**src/design/prb_pkg.sv**
```systemverilog
// Shared types, sizes and codes for the packet reorder buffer.
// Used by every module of the block except prb_ram; depends on nothing.
package prb_pkg;

    // Window store sizing (power of two, slot index is the low seq bits)
    localparam int WINDOW      = 16;
    localparam int SLOT_W      = $clog2(WINDOW);
    localparam int CNT_W       = $clog2(WINDOW + 1);

    // Field widths
    localparam int SEQ_W       = 32;
    localparam int ID_W        = 32;
    localparam int TAG_W       = 16;
    localparam int OP_W        = 2;
    localparam int GAP_W       = 5;
    localparam int SLOT_DATA_W = ID_W + TAG_W;

    localparam logic [GAP_W-1:0] GAP_RESET = GAP_W'(5);
    localparam logic [SEQ_W-1:0] SEQ_MAX   = '1;

    // Command queue between front and back
    localparam int CMDQ_DEPTH  = 2;
    localparam int QPTR_W      = $clog2(CMDQ_DEPTH);
    localparam int QCNT_W      = $clog2(CMDQ_DEPTH + 1);

    typedef enum logic [OP_W-1:0] {
        OP_PACKET     = 2'd0,
        OP_CONNECT    = 2'd1,
        OP_DISCONNECT = 2'd2
    } t_opcode;

    typedef enum logic [1:0] {
        KIND_DELIVER = 2'd0,
        KIND_RETX    = 2'd1,
        KIND_CLOSE   = 2'd2
    } t_kind;

    typedef enum logic {
        CMD_CONNECT = 1'b0,
        CMD_PACKET  = 1'b1
    } t_cmd_kind;

    typedef struct packed {
        t_cmd_kind        kind;
        logic [SEQ_W-1:0] seq;
        logic [ID_W-1:0]  id;
        logic [TAG_W-1:0] tag;
        logic             close;
    } t_cmd;

    typedef struct packed {
        t_kind            kind;
        logic [SEQ_W-1:0] seq;
        logic [TAG_W-1:0] tag;
        logic [ID_W-1:0]  from_id;
        logic [ID_W-1:0]  to_id;
    } t_result;

    typedef enum logic [2:0] {
        S_IDLE,
        S_EVAL,
        S_DRAIN,
        S_DLV,
        S_SCAN,
        S_REQ,
        S_FIN
    } t_back_state;

endpackage

```
**src/design/packet_reorder_buffer.sv**
```systemverilog
// Flow: a request enters the command queue at its accepting edge; the back end then takes each
// command through S_EVAL: a connect or dropped packet ends there, a close marker goes to S_FIN,
// a stored packet to S_DRAIN, with S_DLV per released packet and S_SCAN, S_REQ for a retransmit
// request. The sequencer, with its single slot-RAM read port, takes the next command only from
// S_IDLE and result stalls hold it; the 2-entry command queue absorbs short bursts.
// Reset: synchronous, active low; clears all control state, loads gap_threshold with 5.
module packet_reorder_buffer
    import prb_pkg::*;
(
    input  logic             i_clk,
    input  logic             i_rst_n,
    input  logic             push,
    output logic             full,
    input  logic [OP_W-1:0]  i_opcode,
    input  logic [SEQ_W-1:0] i_seq,
    input  logic [ID_W-1:0]  i_packet_id,
    input  logic [TAG_W-1:0] i_payload_tag,
    input  logic             i_close_marker,
    input  logic             i_cfg_valid,
    output logic             o_cfg_ready,
    input  logic [GAP_W-1:0] i_cfg_gap_threshold,
    output logic             empty,
    input  logic             pop,
    output logic [1:0]       o_kind,
    output logic [SEQ_W-1:0] o_out_seq,
    output logic [TAG_W-1:0] o_out_payload_tag,
    output logic [ID_W-1:0]  o_from_id,
    output logic [ID_W-1:0]  o_to_id,
    output logic             o_last
);

    logic    q_push;
    logic    q_full;
    logic    q_pop;
    logic    q_empty;
    t_cmd    q_wdata;
    t_cmd    q_rdata;
    t_result result;

    // front end: classify and queue
    prb_front u_front (
        .i_clk          (i_clk),
        .i_rst_n        (i_rst_n),
        .i_push         (push),
        .o_full         (full),
        .i_opcode       (i_opcode),
        .i_seq          (i_seq),
        .i_packet_id    (i_packet_id),
        .i_payload_tag  (i_payload_tag),
        .i_close_marker (i_close_marker),
        .i_q_full       (q_full),
        .o_q_push       (q_push),
        .o_q_data       (q_wdata)
    );

    // command queue
    prb_cmdq u_cmdq (
        .i_clk   (i_clk),
        .i_rst_n (i_rst_n),
        .i_push  (q_push),
        .i_data  (q_wdata),
        .o_full  (q_full),
        .i_pop   (q_pop),
        .o_empty (q_empty),
        .o_data  (q_rdata)
    );

    // back end: store, release, retransmit requests
    prb_back u_back (
        .i_clk       (i_clk),
        .i_rst_n     (i_rst_n),
        .i_q_empty   (q_empty),
        .i_q_data    (q_rdata),
        .o_q_pop     (q_pop),
        .i_cfg_valid (i_cfg_valid),
        .o_cfg_ready (o_cfg_ready),
        .i_cfg_data  (i_cfg_gap_threshold),
        .i_pop       (pop),
        .o_empty     (empty),
        .o_result    (result),
        .o_last      (o_last)
    );

    assign o_kind            = result.kind;
    assign o_out_seq         = result.seq;
    assign o_out_payload_tag = result.tag;
    assign o_from_id         = result.from_id;
    assign o_to_id           = result.to_id;

endmodule

```
**src/design/prb_ram.sv**
```systemverilog
// Generic single-write, single-read RAM with registered read data.
// Stand-alone; no package dependency.
module prb_ram #(
    parameter int WIDTH = 8,
    parameter int DEPTH = 16
) (
    input  logic                     i_clk,
    input  logic                     i_we,
    input  logic [$clog2(DEPTH)-1:0] i_waddr,
    input  logic [WIDTH-1:0]         i_wdata,
    input  logic                     i_re,
    input  logic [$clog2(DEPTH)-1:0] i_raddr,
    output logic [WIDTH-1:0]         o_rdata
);

    logic [WIDTH-1:0] r_mem [DEPTH];
    logic [WIDTH-1:0] r_rdata;

    // write port
    always_ff @(posedge i_clk) begin
        if (i_we) begin
            r_mem[i_waddr] <= i_wdata;
        end
    end

    // registered read port, holds when not enabled
    always_ff @(posedge i_clk) begin
        if (i_re) begin
            r_rdata <= r_mem[i_raddr];
        end
    end

    assign o_rdata = r_rdata;

endmodule

```
**src/design/prb_front.sv**
```systemverilog
// Front end: accepts requests, tracks connection state, queues commands.
// Depends on prb_pkg.
module prb_front
    import prb_pkg::*;
(
    input  logic             i_clk,
    input  logic             i_rst_n,
    input  logic             i_push,
    output logic             o_full,
    input  logic [OP_W-1:0]  i_opcode,
    input  logic [SEQ_W-1:0] i_seq,
    input  logic [ID_W-1:0]  i_packet_id,
    input  logic [TAG_W-1:0] i_payload_tag,
    input  logic             i_close_marker,
    input  logic             i_q_full,
    output logic             o_q_push,
    output t_cmd             o_q_data
);

    logic r_connected;
    logic n_connected;
    logic accept;

    assign accept = i_push && !i_q_full;
    assign o_full = i_q_full;

    // classify: disconnect, unknown opcodes and idle packets end here, the rest go to the back end
    always_comb begin
        n_connected    = r_connected;
        o_q_push       = 1'b0;
        o_q_data.kind  = CMD_PACKET;
        o_q_data.seq   = i_seq;
        o_q_data.id    = i_packet_id;
        o_q_data.tag   = i_payload_tag;
        o_q_data.close = i_close_marker;
        case (t_opcode'(i_opcode))
            OP_PACKET: begin
                o_q_push = accept && r_connected;
            end
            OP_CONNECT: begin
                o_q_data.kind = CMD_CONNECT;
                o_q_push      = accept;
                if (accept) begin
                    n_connected = 1'b1;
                end
            end
            OP_DISCONNECT: begin
                if (accept) begin
                    n_connected = 1'b0;
                end
            end
            default: begin
                o_q_push = 1'b0;
            end
        endcase
    end

    always_ff @(posedge i_clk) begin
        if (!i_rst_n) begin
            r_connected <= 1'b0;
        end else begin
            r_connected <= n_connected;
        end
    end

endmodule

```
**src/design/prb_cmdq.sv**
```systemverilog
// Short command queue between front and back end, first-word fall-through.
// Depends on prb_pkg.
module prb_cmdq
    import prb_pkg::*;
(
    input  logic i_clk,
    input  logic i_rst_n,
    input  logic i_push,
    input  t_cmd i_data,
    output logic o_full,
    input  logic i_pop,
    output logic o_empty,
    output t_cmd o_data
);

    t_cmd              r_mem [CMDQ_DEPTH];
    logic [QPTR_W-1:0] r_wptr;
    logic [QPTR_W-1:0] r_rptr;
    logic [QCNT_W-1:0] r_count;
    logic              do_push;
    logic              do_pop;

    assign o_full  = (r_count == QCNT_W'(CMDQ_DEPTH));
    assign o_empty = (r_count == '0);
    assign do_push = i_push && !o_full;
    assign do_pop  = i_pop && !o_empty;
    assign o_data  = r_mem[r_rptr];

    // storage
    always_ff @(posedge i_clk) begin
        if (do_push) begin
            r_mem[r_wptr] <= i_data;
        end
    end

    // pointers and fill count
    always_ff @(posedge i_clk) begin
        if (!i_rst_n) begin
            r_wptr  <= '0;
            r_rptr  <= '0;
            r_count <= '0;
        end else begin
            if (do_push) begin
                r_wptr <= (r_wptr == QPTR_W'(CMDQ_DEPTH - 1)) ? '0 : r_wptr + 1'b1;
            end
            if (do_pop) begin
                r_rptr <= (r_rptr == QPTR_W'(CMDQ_DEPTH - 1)) ? '0 : r_rptr + 1'b1;
            end
            if (do_push && !do_pop) begin
                r_count <= r_count + 1'b1;
            end else if (do_pop && !do_push) begin
                r_count <= r_count - 1'b1;
            end
        end
    end

endmodule

```
**src/design/prb_back.sv**
```systemverilog
// Back end: window store, in-order release, retransmit request and output register.
// Depends on prb_pkg and prb_ram.
module prb_back
    import prb_pkg::*;
(
    input  logic             i_clk,
    input  logic             i_rst_n,
    input  logic             i_q_empty,
    input  t_cmd             i_q_data,
    output logic             o_q_pop,
    input  logic             i_cfg_valid,
    output logic             o_cfg_ready,
    input  logic [GAP_W-1:0] i_cfg_data,
    input  logic             i_pop,
    output logic             o_empty,
    output t_result          o_result,
    output logic             o_last
);

    t_back_state       r_state, n_state;
    t_cmd              r_cmd, n_cmd;
    logic [SEQ_W-1:0]  r_dseq, n_dseq;
    logic [ID_W-1:0]   r_did, n_did;
    logic [WINDOW-1:0] r_slot_valid, n_slot_valid;
    logic [CNT_W-1:0]  r_cached, n_cached;
    logic [GAP_W-1:0]  r_gap;
    logic              r_seen, n_seen;
    logic [SEQ_W-1:0]  r_key_lost, n_key_lost;
    logic [ID_W-1:0]   r_key_from, n_key_from;
    logic [ID_W-1:0]   r_key_to, n_key_to;
    logic [SLOT_W-1:0] r_scan_idx, n_scan_idx;
    logic              r_pend_valid, n_pend_valid;
    t_result           r_pend, n_pend;
    logic              r_out_valid, n_out_valid;
    t_result           r_out, n_out;
    logic              r_out_last, n_out_last;

    // slot RAM: {id, tag}
    logic                   ram_we;
    logic [SLOT_W-1:0]      ram_waddr;
    logic [SLOT_DATA_W-1:0] ram_wdata;
    logic                   ram_re;
    logic [SLOT_W-1:0]      ram_raddr;
    logic [SLOT_DATA_W-1:0] ram_rdata;
    logic [ID_W-1:0]        rd_id;
    logic [TAG_W-1:0]       rd_tag;

    logic [SEQ_W-1:0]  nx;
    logic [SLOT_W-1:0] nx_slot;
    logic [SLOT_W-1:0] in_slot;
    logic [SEQ_W-1:0]  ahead;
    logic              out_free;
    logic              same_req;

    prb_ram #(
        .WIDTH (SLOT_DATA_W),
        .DEPTH (WINDOW)
    ) u_slot_ram (
        .i_clk   (i_clk),
        .i_we    (ram_we),
        .i_waddr (ram_waddr),
        .i_wdata (ram_wdata),
        .i_re    (ram_re),
        .i_raddr (ram_raddr),
        .o_rdata (ram_rdata)
    );

    assign rd_id    = ram_rdata[SLOT_DATA_W-1:TAG_W];
    assign rd_tag   = ram_rdata[TAG_W-1:0];
    assign nx       = r_dseq + 1'b1;
    assign nx_slot  = nx[SLOT_W-1:0];
    assign in_slot  = r_cmd.seq[SLOT_W-1:0];
    assign ahead    = r_cmd.seq - r_dseq - 1'b1;
    assign out_free = !r_out_valid || i_pop;
    assign same_req = r_seen && (r_key_lost == nx) && (r_key_from == r_did)
                      && (r_key_to == rd_id);

    assign o_q_pop     = (r_state == S_IDLE) && !i_q_empty;
    assign o_cfg_ready = 1'b1;
    assign o_empty     = !r_out_valid;
    assign o_result    = r_out;
    assign o_last      = r_out_last;

    // sequencer: next state, store updates and result hand-off
    always_comb begin
        n_state      = r_state;
        n_cmd        = r_cmd;
        n_dseq       = r_dseq;
        n_did        = r_did;
        n_slot_valid = r_slot_valid;
        n_cached     = r_cached;
        n_seen       = r_seen;
        n_key_lost   = r_key_lost;
        n_key_from   = r_key_from;
        n_key_to     = r_key_to;
        n_scan_idx   = r_scan_idx;
        n_pend_valid = r_pend_valid;
        n_pend       = r_pend;
        n_out_valid  = r_out_valid && !i_pop;
        n_out        = r_out;
        n_out_last   = r_out_last;
        ram_we       = 1'b0;
        ram_waddr    = in_slot;
        ram_wdata    = {r_cmd.id, r_cmd.tag};
        ram_re       = 1'b0;
        ram_raddr    = nx_slot;

        case (r_state)
            S_IDLE: begin
                if (!i_q_empty) begin
                    n_cmd   = i_q_data;
                    n_state = S_EVAL;
                end
            end
            S_EVAL: begin
                n_state = S_IDLE;
                if (r_cmd.kind == CMD_CONNECT) begin
                    n_dseq       = '0;
                    n_did        = '0;
                    n_slot_valid = '0;
                    n_cached     = '0;
                end else if (r_cmd.seq <= r_dseq) begin
                    // duplicate, dropped
                    n_state = S_IDLE;
                end else if (r_cmd.close) begin
                    n_pend_valid = 1'b1;
                    n_pend       = '{kind: KIND_CLOSE, seq: '0, tag: '0,
                                     from_id: '0, to_id: '0};
                    n_state      = S_FIN;
                end else if (ahead < SEQ_W'(WINDOW)) begin
                    ram_we = 1'b1;
                    if (!r_slot_valid[in_slot]) begin
                        n_cached = r_cached + 1'b1;
                    end
                    n_slot_valid[in_slot] = 1'b1;
                    n_state               = S_DRAIN;
                end
            end
            S_DRAIN: begin
                if (r_dseq != SEQ_MAX && r_slot_valid[nx_slot]) begin
                    ram_re                = 1'b1;
                    n_slot_valid[nx_slot] = 1'b0;
                    n_cached              = r_cached - 1'b1;
                    n_state               = S_DLV;
                end else if (r_cached != '0 && 32'(r_cached) > 32'(r_gap)) begin
                    n_scan_idx = nx_slot;
                    n_state    = S_SCAN;
                end else begin
                    n_state = S_FIN;
                end
            end
            S_DLV: begin
                if (!r_pend_valid || out_free) begin
                    if (r_pend_valid) begin
                        n_out_valid = 1'b1;
                        n_out       = r_pend;
                        n_out_last  = 1'b0;
                    end
                    n_pend_valid = 1'b1;
                    n_pend       = '{kind: KIND_DELIVER, seq: nx, tag: rd_tag,
                                     from_id: '0, to_id: '0};
                    n_dseq       = nx;
                    n_did        = rd_id;
                    n_state      = S_DRAIN;
                end
            end
            S_SCAN: begin
                // lowest cached seq: walk slots upward from the next expected one
                if (r_slot_valid[r_scan_idx]) begin
                    ram_re    = 1'b1;
                    ram_raddr = r_scan_idx;
                    n_state   = S_REQ;
                end else begin
                    n_scan_idx = r_scan_idx + 1'b1;
                end
            end
            S_REQ: begin
                if (same_req) begin
                    n_state = S_FIN;
                end else if (!r_pend_valid || out_free) begin
                    if (r_pend_valid) begin
                        n_out_valid = 1'b1;
                        n_out       = r_pend;
                        n_out_last  = 1'b0;
                    end
                    n_pend_valid = 1'b1;
                    n_pend       = '{kind: KIND_RETX, seq: nx, tag: '0,
                                     from_id: r_did, to_id: rd_id};
                    n_seen       = 1'b1;
                    n_key_lost   = nx;
                    n_key_from   = r_did;
                    n_key_to     = rd_id;
                    n_state      = S_FIN;
                end
            end
            S_FIN: begin
                // final result of the item carries the last mark
                if (!r_pend_valid) begin
                    n_state = S_IDLE;
                end else if (out_free) begin
                    n_out_valid  = 1'b1;
                    n_out        = r_pend;
                    n_out_last   = 1'b1;
                    n_pend_valid = 1'b0;
                    n_state      = S_IDLE;
                end
            end
            default: begin
                n_state = S_IDLE;
            end
        endcase
    end

    // state register
    always_ff @(posedge i_clk) begin
        if (!i_rst_n) begin
            r_state <= S_IDLE;
        end else begin
            r_state <= n_state;
        end
    end

    // control state
    always_ff @(posedge i_clk) begin
        if (!i_rst_n) begin
            r_dseq       <= '0;
            r_did        <= '0;
            r_slot_valid <= '0;
            r_cached     <= '0;
            r_seen       <= 1'b0;
            r_pend_valid <= 1'b0;
            r_out_valid  <= 1'b0;
            r_gap        <= GAP_RESET;
        end else begin
            r_dseq       <= n_dseq;
            r_did        <= n_did;
            r_slot_valid <= n_slot_valid;
            r_cached     <= n_cached;
            r_seen       <= n_seen;
            r_pend_valid <= n_pend_valid;
            r_out_valid  <= n_out_valid;
            if (i_cfg_valid) begin
                r_gap <= i_cfg_data;
            end
        end
    end

    // payload registers
    always_ff @(posedge i_clk) begin
        r_cmd      <= n_cmd;
        r_key_lost <= n_key_lost;
        r_key_from <= n_key_from;
        r_key_to   <= n_key_to;
        r_scan_idx <= n_scan_idx;
        r_pend     <= n_pend;
        r_out      <= n_out;
        r_out_last <= n_out_last;
    end

    // cached count tracks the valid bits
    a_count_matches: assert property (@(posedge i_clk) disable iff (!i_rst_n)
        r_cached == CNT_W'($countones(r_slot_valid)))
        else $error("cached count out of step with slot valid bits");

    // slot scan only starts with something cached
    a_scan_nonempty: assert property (@(posedge i_clk) disable iff (!i_rst_n)
        r_state == S_SCAN |-> r_cached != '0)
        else $error("slot scan with empty window");

    // no held result may survive into the next item
    a_idle_no_pend: assert property (@(posedge i_clk) disable iff (!i_rst_n)
        r_state == S_IDLE |-> !r_pend_valid)
        else $error("held result left over at idle");

    // each release advances the delivered seq by exactly one
    a_release_step: assert property (@(posedge i_clk) disable iff (!i_rst_n)
        (r_state == S_DLV && n_state == S_DRAIN) |=> r_dseq == $past(r_dseq) + 1'b1)
        else $error("delivered seq did not step by one");

endmodule
```
**config.mk**
```make
export PLATFORM = sky130hd
export DESIGN_NAME = packet_reorder_buffer
export DESIGN_NICKNAME = d
export VERILOG_FILES = /design/src/design/prb_pkg.sv /design/src/design/packet_reorder_buffer.sv /design/src/design/prb_ram.sv /design/src/design/prb_front.sv /design/src/design/prb_cmdq.sv /design/src/design/prb_back.sv
export SDC_FILE = /design/constraint.sdc
export NUM_CORES = 2
export LEC_CHECK = 0
export BUFFER_PORTS_ARGS = -buffer_cell sky130_fd_sc_hd__buf_2
export CAP_MARGIN = 40
export CORE_MARGIN = 2
export CORE_UTILIZATION = 52
export DETAILED_ROUTE_END_ITERATION = 6
export PLACE_DENSITY = 0.71
export SYNTH_ARGS = -nofsm -noshare
export SYNTH_HDL_FRONTEND = slang
export SYNTH_HIERARCHICAL = 1
export SYNTH_SLANG_ARGS = --single-unit
```
**constraint.sdc**
```tcl
create_clock -name i_clk -period 12.65 [get_ports i_clk]
set_clock_uncertainty 0.1 [all_clocks]
set_input_delay 1.265 -clock i_clk [delete_from_list [all_inputs] [get_ports i_clk]]
set_output_delay 1.265 -clock i_clk [all_outputs]
set_load 0.02 [all_outputs]
```
==> results by group <==
Clocking
  • Clock Pin Slew Worst Setup and Hold Paths: ~60 ps
  • Quantity of gates resized following cts: 0
  • Cts bufs inserted: 149
  • CTS tree: yes
  • Clock root buffer: clkbuf_16
  • CTS Sinks: 1493
  • H-tree Lvls: 4
  • Worst skew pair latency: about 760 ps
  • Longest Clk Path Bufs: 3
  • Post-CTS setup repair buffer count: 0
  • Count of hold-fix buffers inserted at cts: 0

Timing
  • Post-layout min period: slightly above 6000 ps
  • RSZ-0062 raised after global routing: no
  • Setup TNS: 0 ps
  • Max Freq: 161 MHz
  • Fin crit share: 0.492
  • Final setup vio count: 0
  • Endpoints failing hold: 0
  • Tightest Pin Transition: 938 ps
  • Max Slew Vio Count: 0
  • Rel. slew slack: 0.375
  • Setup WS post-layout: 6420 ps
  • Worst Hold Slack: around 310 ps

GRT
  • Total GRT Usage: 0.226
  • Initial antenna violation count: 1
  • Largest net degree at the start of global routing: 104
  • First-pass GRT wire length: approximately 200000 µm
  • Vias in the first global route: 31.0k
  • Grt total ovfl: 0

Layout
  • Final cell count without fillers: about 5.3k
  • Layout cells sized above 1: 0.229
  • Final design utilization: 0.588
  • Synth-to-Final Area Change: 12.3%
  • Most common cell after layout, fill and taps aside: edfxtp_1
  • Most frequent cells in the layout: edfxtp_1 (1391), buf_2 (209), mux4_2 (207), nand2_1 (165), clkbuf_16 (154)
  • Fillers: about 8.4k
  • Nets: 3760

Worst hold path
  • Hold Path Class: reg -> reg

Placement
  • Cell total after placement: roughly 5k
  • Place WS: 6500 ps
  • PortBufs: 209
  • GPL Wtd Cong: around 0.90
  • DP Wirelength: 82000 µm

Die
  • Die W: 343 µm
  • Die area: about 120000 µm²
  • IO Count: approximately 210
  • # rows: approximately 120
  • Initial Utilization: 0.524
  • DIE HEIGHT: ~340 µm
  • Core Region: approximately 110000 µm²

Worst setup path
  • Critical setup path kind: reg -> reg
  • Worst setup SP type: flop
  • Worst Path Required: 12920 ps
  • R2R setup slack: between 6000 and 7000 ps
  • CP Capture Type: flop
  • Worst r2r src: u_back/r_dseq[0]
  • Crit path capture: u_back/u_slot_ram/r_mem[5][8]
  • Worst Reg2Reg Path Length in Cells: 14
  • Worst Path Max Fanout: 28
  • Worst path arrival time: about 6500 ps
  • RR Endpoint: u_back/u_slot_ram/r_mem[5][8]
  • Critical Path Start: u_back/r_dseq[0]

Synthesis
  • Multiplexer area fraction after synthesis: 0.0960
  • Post-synth EDFFs: about 1.4k
  • Top_reg_cell synth: edfxtp_1
  • Post-synthesis simple-gate area fraction: 0.0583
  • Largest family of logic cells by synthesized area: multiplexers
  • Cells after Synth: 3433
  • XOR/XNOR share of the synthesized area: 0.0195
  • Mapped Nets: about 3.6k
  • Syn Area/Cell: 17.4 µm²
  • Register bit total from synthesis: between 1k and 1.5k
  • Post-Syn Area: ~60000 µm²
  • Seq/Total Area, Yosys: 0.733
  • Post-synthesis compound-gate area fraction: 0.0558
  • Post-Synth Adder-Cell Area: 0.00963
  • Synth warnings: 6
  • Netlist cell types: between 90 and 100
  • Post-synth ARST share: 0

Route
  • Detail Route Antenna Nets: 0
  • Final wirelength: roughly 130000 µm
  • Pre-antenna DRT Iters: 5
  • Routed vias: ~31k
  • Vias per inst: between 5 and 6
  • Routed WL per cell: around 25 µm
  • Remaining DRCs: 0
  • Iteration-0 DRC Markers: roughly 3.3k

Job
  • Max-Cap Viols: 0

Pwr
  • Max IR drop VDD: between 0.15 and 0.2 mV
  • Pleak: 0.0216 µW
  • PD cells: approximately 170 nW/µm²

Run status
  • Status: complete, no violations
## cell families after synthesis
kind of cell / count (synthesis)
DFF: 1493
adders and majority gates: 46
xor gates and xnor gates: 130
buffers and inverters: 320
and+or+nand+nor: 668
other: 1
muxes: 304
AOI/OAI and AO/OA: 471
## cells in the mapped netlist (all sizes together) (4+ instances only)
cell type / instances / share of area
a31oi: 11 / 0.0014
nand2: 165 / 0.010
o21bai: 5 / 0.00063
and2: 27 / 0.0028
o2bb2ai: 4 / 0.00059
nor4: 23 / 0.0034
o21ai: 64 / 0.0054
a21oi: 83 / 0.0074
nand2b: 14 / 0.0016
or4: 5 / 0.00063
nor2b: 61 / 0.0064
o22ai: 6 / 0.00073
a21boi: 32 / 0.0040
o2111ai: 8 / 0.0012
a211oi: 14 / 0.0021
or3: 8 / 0.00092
xor2: 31 / 0.0045
nand4: 36 / 0.0038
nor3: 36 / 0.0031
mux2i: 12 / 0.0020
mux2: 85 / 0.016
and4: 12 / 0.0018
edfxtp: 1391 / 0.70
a21o: 5 / 0.00063
nor3b: 6 / 0.00075
nand3b: 5 / 0.00063
o221ai: 4 / 0.00069
ha: 46 / 0.0096
dfxtp: 102 / 0.034
o21a: 26 / 0.0033
o31ai: 7 / 0.00096
nand3: 58 / 0.0049
inv: 74 / 0.0046
and3: 75 / 0.0078
clkbuf: 97 / 0.0061
mux4: 207 / 0.078
a22oi: 142 / 0.018
nor2: 127 / 0.0080
buf: 147 / 0.017
a2bb2oi: 17 / 0.0025
o211ai: 9 / 0.0011
xnor2: 97 / 0.014
## worst max-delay path, cell delays in order (launching register included)
cell and delay, ps:
dfxtp_1 780, inv_1 280, ha_1 310, a21oi_1 280, o21a_1 210, nor2_1 70, or3_4 350, a21bo_1 170
or4_1 530, nor4_2 320, nand4_1 210, nor3_1 500, nand3b_1 400, nor2_4 760, buf_4 560
## cell type report
type / instances / area, µm² / area share
Multi-Input combinational cell: 1620 / 14600 / 0.217
Clock buffer: 188 / 4020 / 0.0599
Inverter: 76 / 285 / 0.00425
Clock inverter: 85 / 687 / 0.0102
Sequential cell: 1493 / 43800 / 0.652
Timing Repair Buffer: 281 / 1910 / 0.0284
Antenna cell: 1 / 2.50 / 0.0000373
Tap cell: 1512 / 1890 / 0.0282
## through the flow
stage | total power, µW | area [µm²]
4_1_cts | 11200 | 67200
3_5_place_dp | 6970 | 62500
6_report | 11100 | 67200
5_1_grt | 11500 | 67200
3_3_place_gp | 6950 | 62000
2_1_floorplan | 6640 | 59800
## state kept, by name (all words and copies together) (netlist names), 16 cells and up, named ones only
signal / flops
u_back/u_slot_ram/o_rdata: 48
u_back/r_slot_valid: 16
u_back/r_key_from: 32
u_back/u_slot_ram/r_mem: 768
u_back/r_pend: 114
u_back/r_cmd: 78
u_back/r_key_to: 32
u_back/r_key_lost: 32
u_cmdq/r_mem: 164
u_back/r_did: 32
u_back/r_dseq: 32
u_back/o_result: 114
## metal layers
metal | part of all wire | GRT usage | vias to the layer above | wire length, µm
met5 | 0.000083 | 0 | - | 11
met4 | 0.024 | 0.0635 | 2 | 3180
met3 | 0.064 | 0.0332 | 218 | 8410
met2 | 0.49 | 0.368 | 1221 | 64700
met1 | 0.42 | 0.321 | 15991 | 56000
li1 | - | - | 13885 | -
## report_power, final
part / switching (µW) / leakage, µW / internal [µW]
Clock: 1820 / 0.00230 / 2400
Sequential: 230 / 0.0132 / 5730
Combinational: 575 / 0.00614 / 335
## how the worst min path moves through the flow
stage                            start              endpoint  slack [ps]  cells after the start
floorplan             u_back/r_pend[0]    u_back/o_result[0]         300                      0
global placement    u_back/r_pend[104]  u_back/o_result[104]         300                      0
detailed placement  u_back/r_pend[101]  u_back/o_result[101]         300                      0
CTS                  u_back/r_pend[95]   u_back/o_result[95]         310                      0
global route         u_back/r_pend[95]   u_back/o_result[95]         320                      0
finish               u_back/r_pend[67]   u_back/o_result[67]         310                      0
No activity file was read; power rests on OpenSTA's default activity.
